`src/rtl/sorted_list_insert_remove_top_defines.svh`:
```
// assertion macros for the sorted list block
// used by the top level only, no other dependencies
`ifndef SORTED_LIST_INSERT_REMOVE_TOP_DEFINES_SVH
`define SORTED_LIST_INSERT_REMOVE_TOP_DEFINES_SVH

// same-cycle implication, disabled while in reset
`define SLI_ASSERT_NOW(lbl, clk, rst_n, ante, cons, msg) \
	lbl: assert property (@(posedge clk) disable iff (!rst_n) (ante) |-> (cons)) else $error(msg);

// next-cycle implication, disabled while in reset
`define SLI_ASSERT_NEXT(lbl, clk, rst_n, ante, cons, msg) \
	lbl: assert property (@(posedge clk) disable iff (!rst_n) (ante) |=> (cons)) else $error(msg);

`endif

```
`src/rtl/sli_pkg.sv`:
```
// types, codes and sizes shared by the sorted list cells and top level
// no dependencies
package sli_pkg;

	localparam int CAPACITY = 16;
	localparam int DATA_W   = 32;
	localparam int POS_W    = 4;
	localparam int COUNT_W  = $clog2(CAPACITY + 1);

	typedef logic signed [DATA_W-1:0] data_t;
	typedef logic [COUNT_W-1:0]       count_t;

	typedef enum logic {
		OP_INSERT = 1'b0,
		OP_REMOVE = 1'b1
	} op_t;

	typedef enum logic [1:0] {
		ST_DONE   = 2'd0,
		ST_FULL   = 2'd1,
		ST_EMPTY  = 2'd2,
		ST_BADPOS = 2'd3
	} status_t;

	// per-cell control for one cycle
	typedef struct packed {
		logic ins;       // insert transaction commits this cycle
		logic rem;       // remove transaction commits this cycle
		logic occupied;  // cell index below held count
		logic at_tail;   // cell index equals held count
		logic past_pos;  // cell index at or above remove position
	} cell_ctl_t;

endpackage

```
`src/rtl/sorted_list_insert_remove_top.sv`:
```
// sorted list insert/remove: result valid is registered and rises in the cycle after the input transaction
// is accepted; throughput one transaction per cycle while out_ready drains each result; every cell compares
// and shifts in parallel so the chain of cells finishes an insert or remove in the cycle it is accepted
// reset (arst_n low, asynchronous) empties the list and drops any pending result
// entry storage has no reset; slots at or above the count are never shown
// depends on sli_pkg, sli_cell and sorted_list_insert_remove_top_defines.svh
`include "sorted_list_insert_remove_top_defines.svh"

module sorted_list_insert_remove_top
	import sli_pkg::*;
(
	input  logic                clk,
	input  logic                arst_n,
	// input transactions
	input  logic                in_valid,
	output logic                in_ready,
	input  logic                command,
	input  logic signed [31:0]  value,
	input  logic [POS_W-1:0]    position,
	// result transactions
	output logic                out_valid,
	input  logic                out_ready,
	output logic [1:0]          status,
	output logic [COUNT_W-1:0]  entry_count,
	output logic signed [31:0]  smallest,
	output logic                smallest_valid
);

	// held count and result register
	count_t  count_q;
	logic    out_valid_q;
	status_t status_q;
	count_t  entry_count_q;
	data_t   smallest_q;
	logic    smallest_valid_q;

	logic    in_accept;
	status_t status_d;
	count_t  count_d;
	logic    do_ins;
	logic    do_rem;
	count_t  pos_ext;

	// chain wiring
	data_t     cell_value [CAPACITY];
	data_t     cell_next  [CAPACITY];
	logic      cell_gt    [CAPACITY];
	cell_ctl_t cell_ctl   [CAPACITY];

	// a new transaction enters whenever the result slot is free or being drained
	assign in_ready  = !out_valid_q || out_ready;
	assign in_accept = in_valid && in_ready;

	assign pos_ext = count_t'(position);

	// status decode; empty is checked before the position
	always_comb begin
		status_d = ST_DONE;
		if (op_t'(command) == OP_INSERT) begin
			if (count_q >= count_t'(CAPACITY)) begin
				status_d = ST_FULL;
			end
		end else begin
			priority if (count_q == '0) begin
				status_d = ST_EMPTY;
			end else if (pos_ext >= count_q) begin
				status_d = ST_BADPOS;
			end else begin
				status_d = ST_DONE;
			end
		end
	end

	// list only changes on a successful transaction
	assign do_ins = in_accept && (op_t'(command) == OP_INSERT) && (status_d == ST_DONE);
	assign do_rem = in_accept && (op_t'(command) == OP_REMOVE) && (status_d == ST_DONE);

	always_comb begin
		count_d = count_q;
		if (do_ins) begin
			count_d = count_q + count_t'(1);
		end else if (do_rem) begin
			count_d = count_q - count_t'(1);
		end
	end

	// row of cells, each talks to its left and right neighbor
	for (genvar i = 0; i < CAPACITY; i++) begin : g_cell
		assign cell_ctl[i].ins      = do_ins;
		assign cell_ctl[i].rem      = do_rem;
		assign cell_ctl[i].occupied = count_t'(i) < count_q;
		assign cell_ctl[i].at_tail  = count_t'(i) == count_q;
		assign cell_ctl[i].past_pos = count_t'(i) >= pos_ext;

		data_t left_value;
		logic  left_gt;
		data_t right_value;

		if (i == 0) begin : g_head
			// nothing to the left of slot 0
			assign left_value = '0;
			assign left_gt    = 1'b0;
		end else begin : g_mid
			assign left_value = cell_value[i-1];
			assign left_gt    = cell_gt[i-1];
		end

		if (i == CAPACITY - 1) begin : g_tail
			// last slot drops out of range on remove, contents don't matter
			assign right_value = cell_value[i];
		end else begin : g_body
			assign right_value = cell_value[i+1];
		end

		sli_cell u_cell (
			.clk         (clk),
			.ctl         (cell_ctl[i]),
			.ins_value   (value),
			.left_value  (left_value),
			.left_gt     (left_gt),
			.right_value (right_value),
			.value       (cell_value[i]),
			.gt          (cell_gt[i]),
			.next_value  (cell_next[i])
		);
	end

	// control state
	always_ff @(posedge clk or negedge arst_n) begin
		if (!arst_n) begin
			count_q     <= '0;
			out_valid_q <= 1'b0;
		end else begin
			count_q <= count_d;
			if (in_accept) begin
				out_valid_q <= 1'b1;
			end else if (out_ready) begin
				out_valid_q <= 1'b0;
			end
		end
	end

	// result payload, smallest comes from slot 0 after the update
	always_ff @(posedge clk) begin
		if (in_accept) begin
			status_q         <= status_d;
			entry_count_q    <= count_d;
			smallest_valid_q <= (count_d != '0);
			smallest_q       <= (count_d != '0) ? cell_next[0] : '0;
		end
	end

	assign out_valid      = out_valid_q;
	assign status         = status_q;
	assign entry_count    = entry_count_q;
	assign smallest       = smallest_q;
	assign smallest_valid = smallest_valid_q;

	// checks
	`SLI_ASSERT_NOW(a_count_bound, clk, arst_n, 1'b1, count_q <= count_t'(CAPACITY), "count beyond capacity")
	`SLI_ASSERT_NEXT(a_insert_grows, clk, arst_n, do_ins, count_q == $past(count_q) + count_t'(1), "insert did not grow count")
	`SLI_ASSERT_NOW(a_valid_match, clk, arst_n, out_valid_q, smallest_valid_q == (entry_count_q != '0), "smallest_valid disagrees with count")
	`SLI_ASSERT_NOW(a_full_count, clk, arst_n, out_valid_q && (status_q == ST_FULL), entry_count_q == count_t'(CAPACITY), "full status below capacity")

endmodule

```
`src/rtl/sli_cell.sv`:
```
// one slot of the sorted list: holds an entry, compares it, shifts with neighbors
// depends on sli_pkg
module sli_cell
	import sli_pkg::*;
(
	input  logic      clk,
	input  cell_ctl_t ctl,
	input  data_t     ins_value,
	input  data_t     left_value,
	input  logic      left_gt,
	input  data_t     right_value,
	output data_t     value,
	output logic      gt,
	output data_t     next_value
);

	data_t value_q;

	// occupied entries strictly greater than the new value move up
	assign gt = ctl.occupied && (value_q > ins_value);

	always_comb begin
		next_value = value_q;
		if (ctl.ins) begin
			priority if (left_gt) begin
				next_value = left_value;
			end else if (gt || ctl.at_tail) begin
				next_value = ins_value;
			end else begin
				// below the insertion point or past the tail, entry stays
				next_value = value_q;
			end
		end else if (ctl.rem && ctl.past_pos) begin
			next_value = right_value;
		end
	end

	always_ff @(posedge clk) begin
		value_q <= next_value;
	end

	assign value = value_q;

endmodule
```
`config.mk`:
```
export PLATFORM = sky130hd
export DESIGN_NAME = sorted_list_insert_remove_top
export DESIGN_NICKNAME = d
export VERILOG_FILES = /design/src/rtl/sli_pkg.sv /design/src/rtl/sorted_list_insert_remove_top.sv /design/src/rtl/sli_cell.sv
export VERILOG_INCLUDE_DIRS = /design/src /design/src/rtl
export SDC_FILE = /design/constraint.sdc
export NUM_CORES = 2
export LEC_CHECK = 0
export BUFFER_PORTS_ARGS = -buffer_cell sky130_fd_sc_hd__buf_2
export CAP_MARGIN = 0
export CORE_ASPECT_RATIO = 0.75
export CORE_MARGIN = 2
export CORE_UTILIZATION = 64
export DETAILED_ROUTE_END_ITERATION = 8
export HOLD_SLACK_MARGIN = 0.12
export PLACE_DENSITY = 0.91
export SYNTH_ARGS = -nofsm -noshare
export SYNTH_HDL_FRONTEND = slang
export SYNTH_SLANG_ARGS = --single-unit
```
`constraint.sdc`:
```
create_clock -name clk -period 6.56 [get_ports clk]
set_input_delay 0.328 -clock clk [delete_from_list [all_inputs] [get_ports clk]]
set_output_delay 0.328 -clock clk [all_outputs]
set_load 0.02 [all_outputs]
```
==> metrics <==
result of the run finished, final reports clean; post-synthesis average cell area 10.1 sq um; met1 usage in global routing 60.6%; peak per-stage delay on the critical path 0.98 ns; met2 track demand over resource in global routing 61.9%; number of top-level pins 83; post-CTS resize count 0; Die Ht 215 um; transition time at the pin with the least slew margin around 1.2 ns; pre-CTS WS 1.02 ns; library cell occupying the most area in the post-synthesis netlist edfxtp_1; Syn Std Cell Area between 30000 and 40000 sq um; WP data arrival 5.66 ns; r2r setup slk 1.38 ns; routability congestion estimate 1.12; sum of net half-perimeters after detailed placement roughly 100 mm; number of instances in the synthesized netlist around 3800; number of failing setup endpoints in the final timing report 0; sequential share of the synthesized area 43.0%; area of the die 61600 sq um; setup ws final roughly 1.2 ns; time the final worst path needs with I/O delays and setup 5.31 ns; antenna violations before repair 12; number of nets in the final layout 4271; met3 routing resource usage after global routing 17.4%; critical path class in2reg; number of library cell types mapped by synthesis 84; starting DRC count in detailed routing about 7000; cells along the critical path buf_2 > inv_1 > ha_1 > nand4_1 > or4_1 > a31oi_1 > o31ai_4 > buf_4 > o21a_2 > a222oi_1 > nor2b_1; Tcrit/Tclk final between 80% and 90%; Horiz. Die Dim 286 um; wire length of the first global-routing pass about 210 mm; synthesis-to-layout area growth 8.13%; leading cell types by count after synthesis nand2_1 (588), edfxtp_1 (520), ha_1 (489), o21ai_0 (293), mux2i_1 (289); starting density of the core approximately 65%; asr flop ratio synth between 1 and 1.5%; Post-Synthesis Net Count roughly 4300; Avg Vias per Cell 7.61; buffer type at the clock tree root clkbuf_16; Fin Setup TNS 0 ns; number of warnings reported in the yosys synthesis log 0; cell at the slowest stage of the critical path a222oi_1; Max Cap Violations 0; number of flops mapped to enable cells by yosys 520; via count of the first global-routing pass about 32000; clock transition time at the flip-flop clock pins of the worst setup and hold paths 0.06 ns; Setup Skew 0.0284 ns; number of buffers added by the clock tree synthesis step 54; post-synthesis register bit count 558; Vias between 30000 and 40000; number of iterations in the first detailed-routing pass 7; Hold Violations, Final 0; hold bufs inserted after CTS 5; Num Clock Sinks 558; proportion of layout cells with a drive suffix above 1 approximately 8.2%; total global routing overflow 0; Worst-Skew Late Latency approximately 0.65 ns; Max Transition Viols Final 0; category of cells accounting for the largest share of critical-path delay compound AO/OA/AOI/OAI gates; Longest Clk Path Bufs 3; Max Fclk 0.188 GHz; Top Usage Layer GRT met2; number of buffers and inverters on the critical path 3; global routing usage summed across all routing layers 45.9%; biggest fanout along the worst timing path 32; core region area 59000 sq um; synth top area cells edfxtp_1 (41%), ha_1 (16%), mux2i_1 (7.6%), nand2_1 (5.8%), o21ai_0 (3.8%); RSZ-0062 raised after global routing false; headroom to the max-slew limit 16.0%; port bufs slightly above 80; Peak VDD IR 0.331 mV; Routed WL per cell 31.6 um; largest net degree at the start of global routing about 110; data required time of the worst path 6.91 ns; TritonCTS clock tree built; pwr dens 275 nW/um^2; number of buffers inserted by post-CTS setup repair 0; total routed wirelength 145 mm; H-Tree Level Count 2; kind of end point of the critical path flop; leakage dissipation 17.1 nW; Placement Rows 77; Startpoint Class primary input; residual DRC count 0; ys flop type edfxtp_1; Min-Delay Path Class in2reg; most common cell in the synthesized netlist nand2_1; area fraction of the dominant cell type after synthesis 40.9%; Antenna Violating Nets Remaining 0
==> tightest hold or removal path: cells and delay by family <==
kind	cells	cell delay, ns
buf+inv	2	0.30
compound gates	1	0.17
==> worst paths after layout <==
check,start,cells after the start,endpoint
min reg2reg,g_cell[15].u_cell.value[0],2,g_cell[14].u_cell.value[0]
max in group asynchronous,arst_n,3,count_q[2]
min,value[14],3,g_cell[0].u_cell.value[14]
min in group asynchronous,arst_n,3,count_q[1]
max,value[22],11,smallest[7]
max reg2reg,g_cell[13].u_cell.value[31],11,g_cell[14].u_cell.value[7]
==> cell type report <==
class	count	area, sq um
antenna	8	20.0
fill	4086	17700
inverter	102	383
clock inverter	34	369
tap	790	988
sequential	558	16400
multi-input combinational	2875	20600
clock buffer	68	1480
timing repair buffer	150	971
==> routing by layer <==
layer	wire, um	part of all wire, %
met3	26800	19
met4	13600	9.4
met2	55400	38
met5	159	0.11
met1	49000	34
==> state kept, by name (all words and copies together) (netlist names) <==
signal and count:
g_cell.u_cell.value 512, entry_count 5, out_valid 1, status 2, count_q 5, smallest_valid 1, smallest 32
==> power by group <==
group / switching [mW] / total [mW] / internal [mW]
clock: 1.53 / 3.41 / 1.88
sequential: 0.386 / 4.66 / 4.28
combinational: 2.18 / 3.26 / 1.09
total: 4.09 / 11.3 / 7.25
==> layout by cell type, fill, tap and decap left out, types with 11 or more instances in the layout <==
| cell type | count |
|---|---|
| a211oi_1 | 12 |
| dfxtp_1 | 32 |
| nor4_1 | 13 |
| o21ai_0 | 293 |
| and4_1 | 13 |
| o211ai_1 | 141 |
| a21o_1 | 46 |
| a222oi_1 | 31 |
| a21oi_1 | 223 |
| nor2_1 | 110 |
| nand4_1 | 100 |
| mux2_2 | 36 |
| nor2b_1 | 54 |
| a221oi_1 | 11 |
| nand2_1 | 586 |
| clkbuf_16 | 54 |
| edfxtp_1 | 520 |
| a31oi_1 | 44 |
| inv_1 | 99 |
| buf_4 | 60 |
| nor3_1 | 19 |
| mux2i_1 | 288 |
| ha_1 | 489 |
| clkinv_2 | 13 |
| o21ai_1 | 34 |
| nand3_1 | 173 |
| buf_2 | 82 |
==> stage by stage <==
stage	util (%)	power (mW)	hold WS [ns]	cell area, sq um	cells
2_1_floorplan	-	6.55	0.0324	38100	3768
3_3_place_gp	66.7	7.59	0.155	39300	4470
3_5_place_dp	66.7	7.70	0.170	39300	4470
4_1_cts	69.9	11.0	0.168	41200	4577
5_1_grt	69.9	11.5	0.216	41200	4581
6_report	69.9	11.3	0.192	41200	4585
==> logic make-up (layout without fill, tap and decap cells) <==
logic type      Yosys count  count (layout)  synth area share, %
simple gates           1124            1124                 13.5
compound gates          934             934                 15.2
xor+xnor                  3               3               0.0689
buf+inv                 335             354                 3.54
other cells               0               8                    0
flops                   558             558                 43.0
fa+ha+maj               489             489                 16.0
mux                     325             325                 8.65
Note: power is estimated with default switching activity, not from simulation.
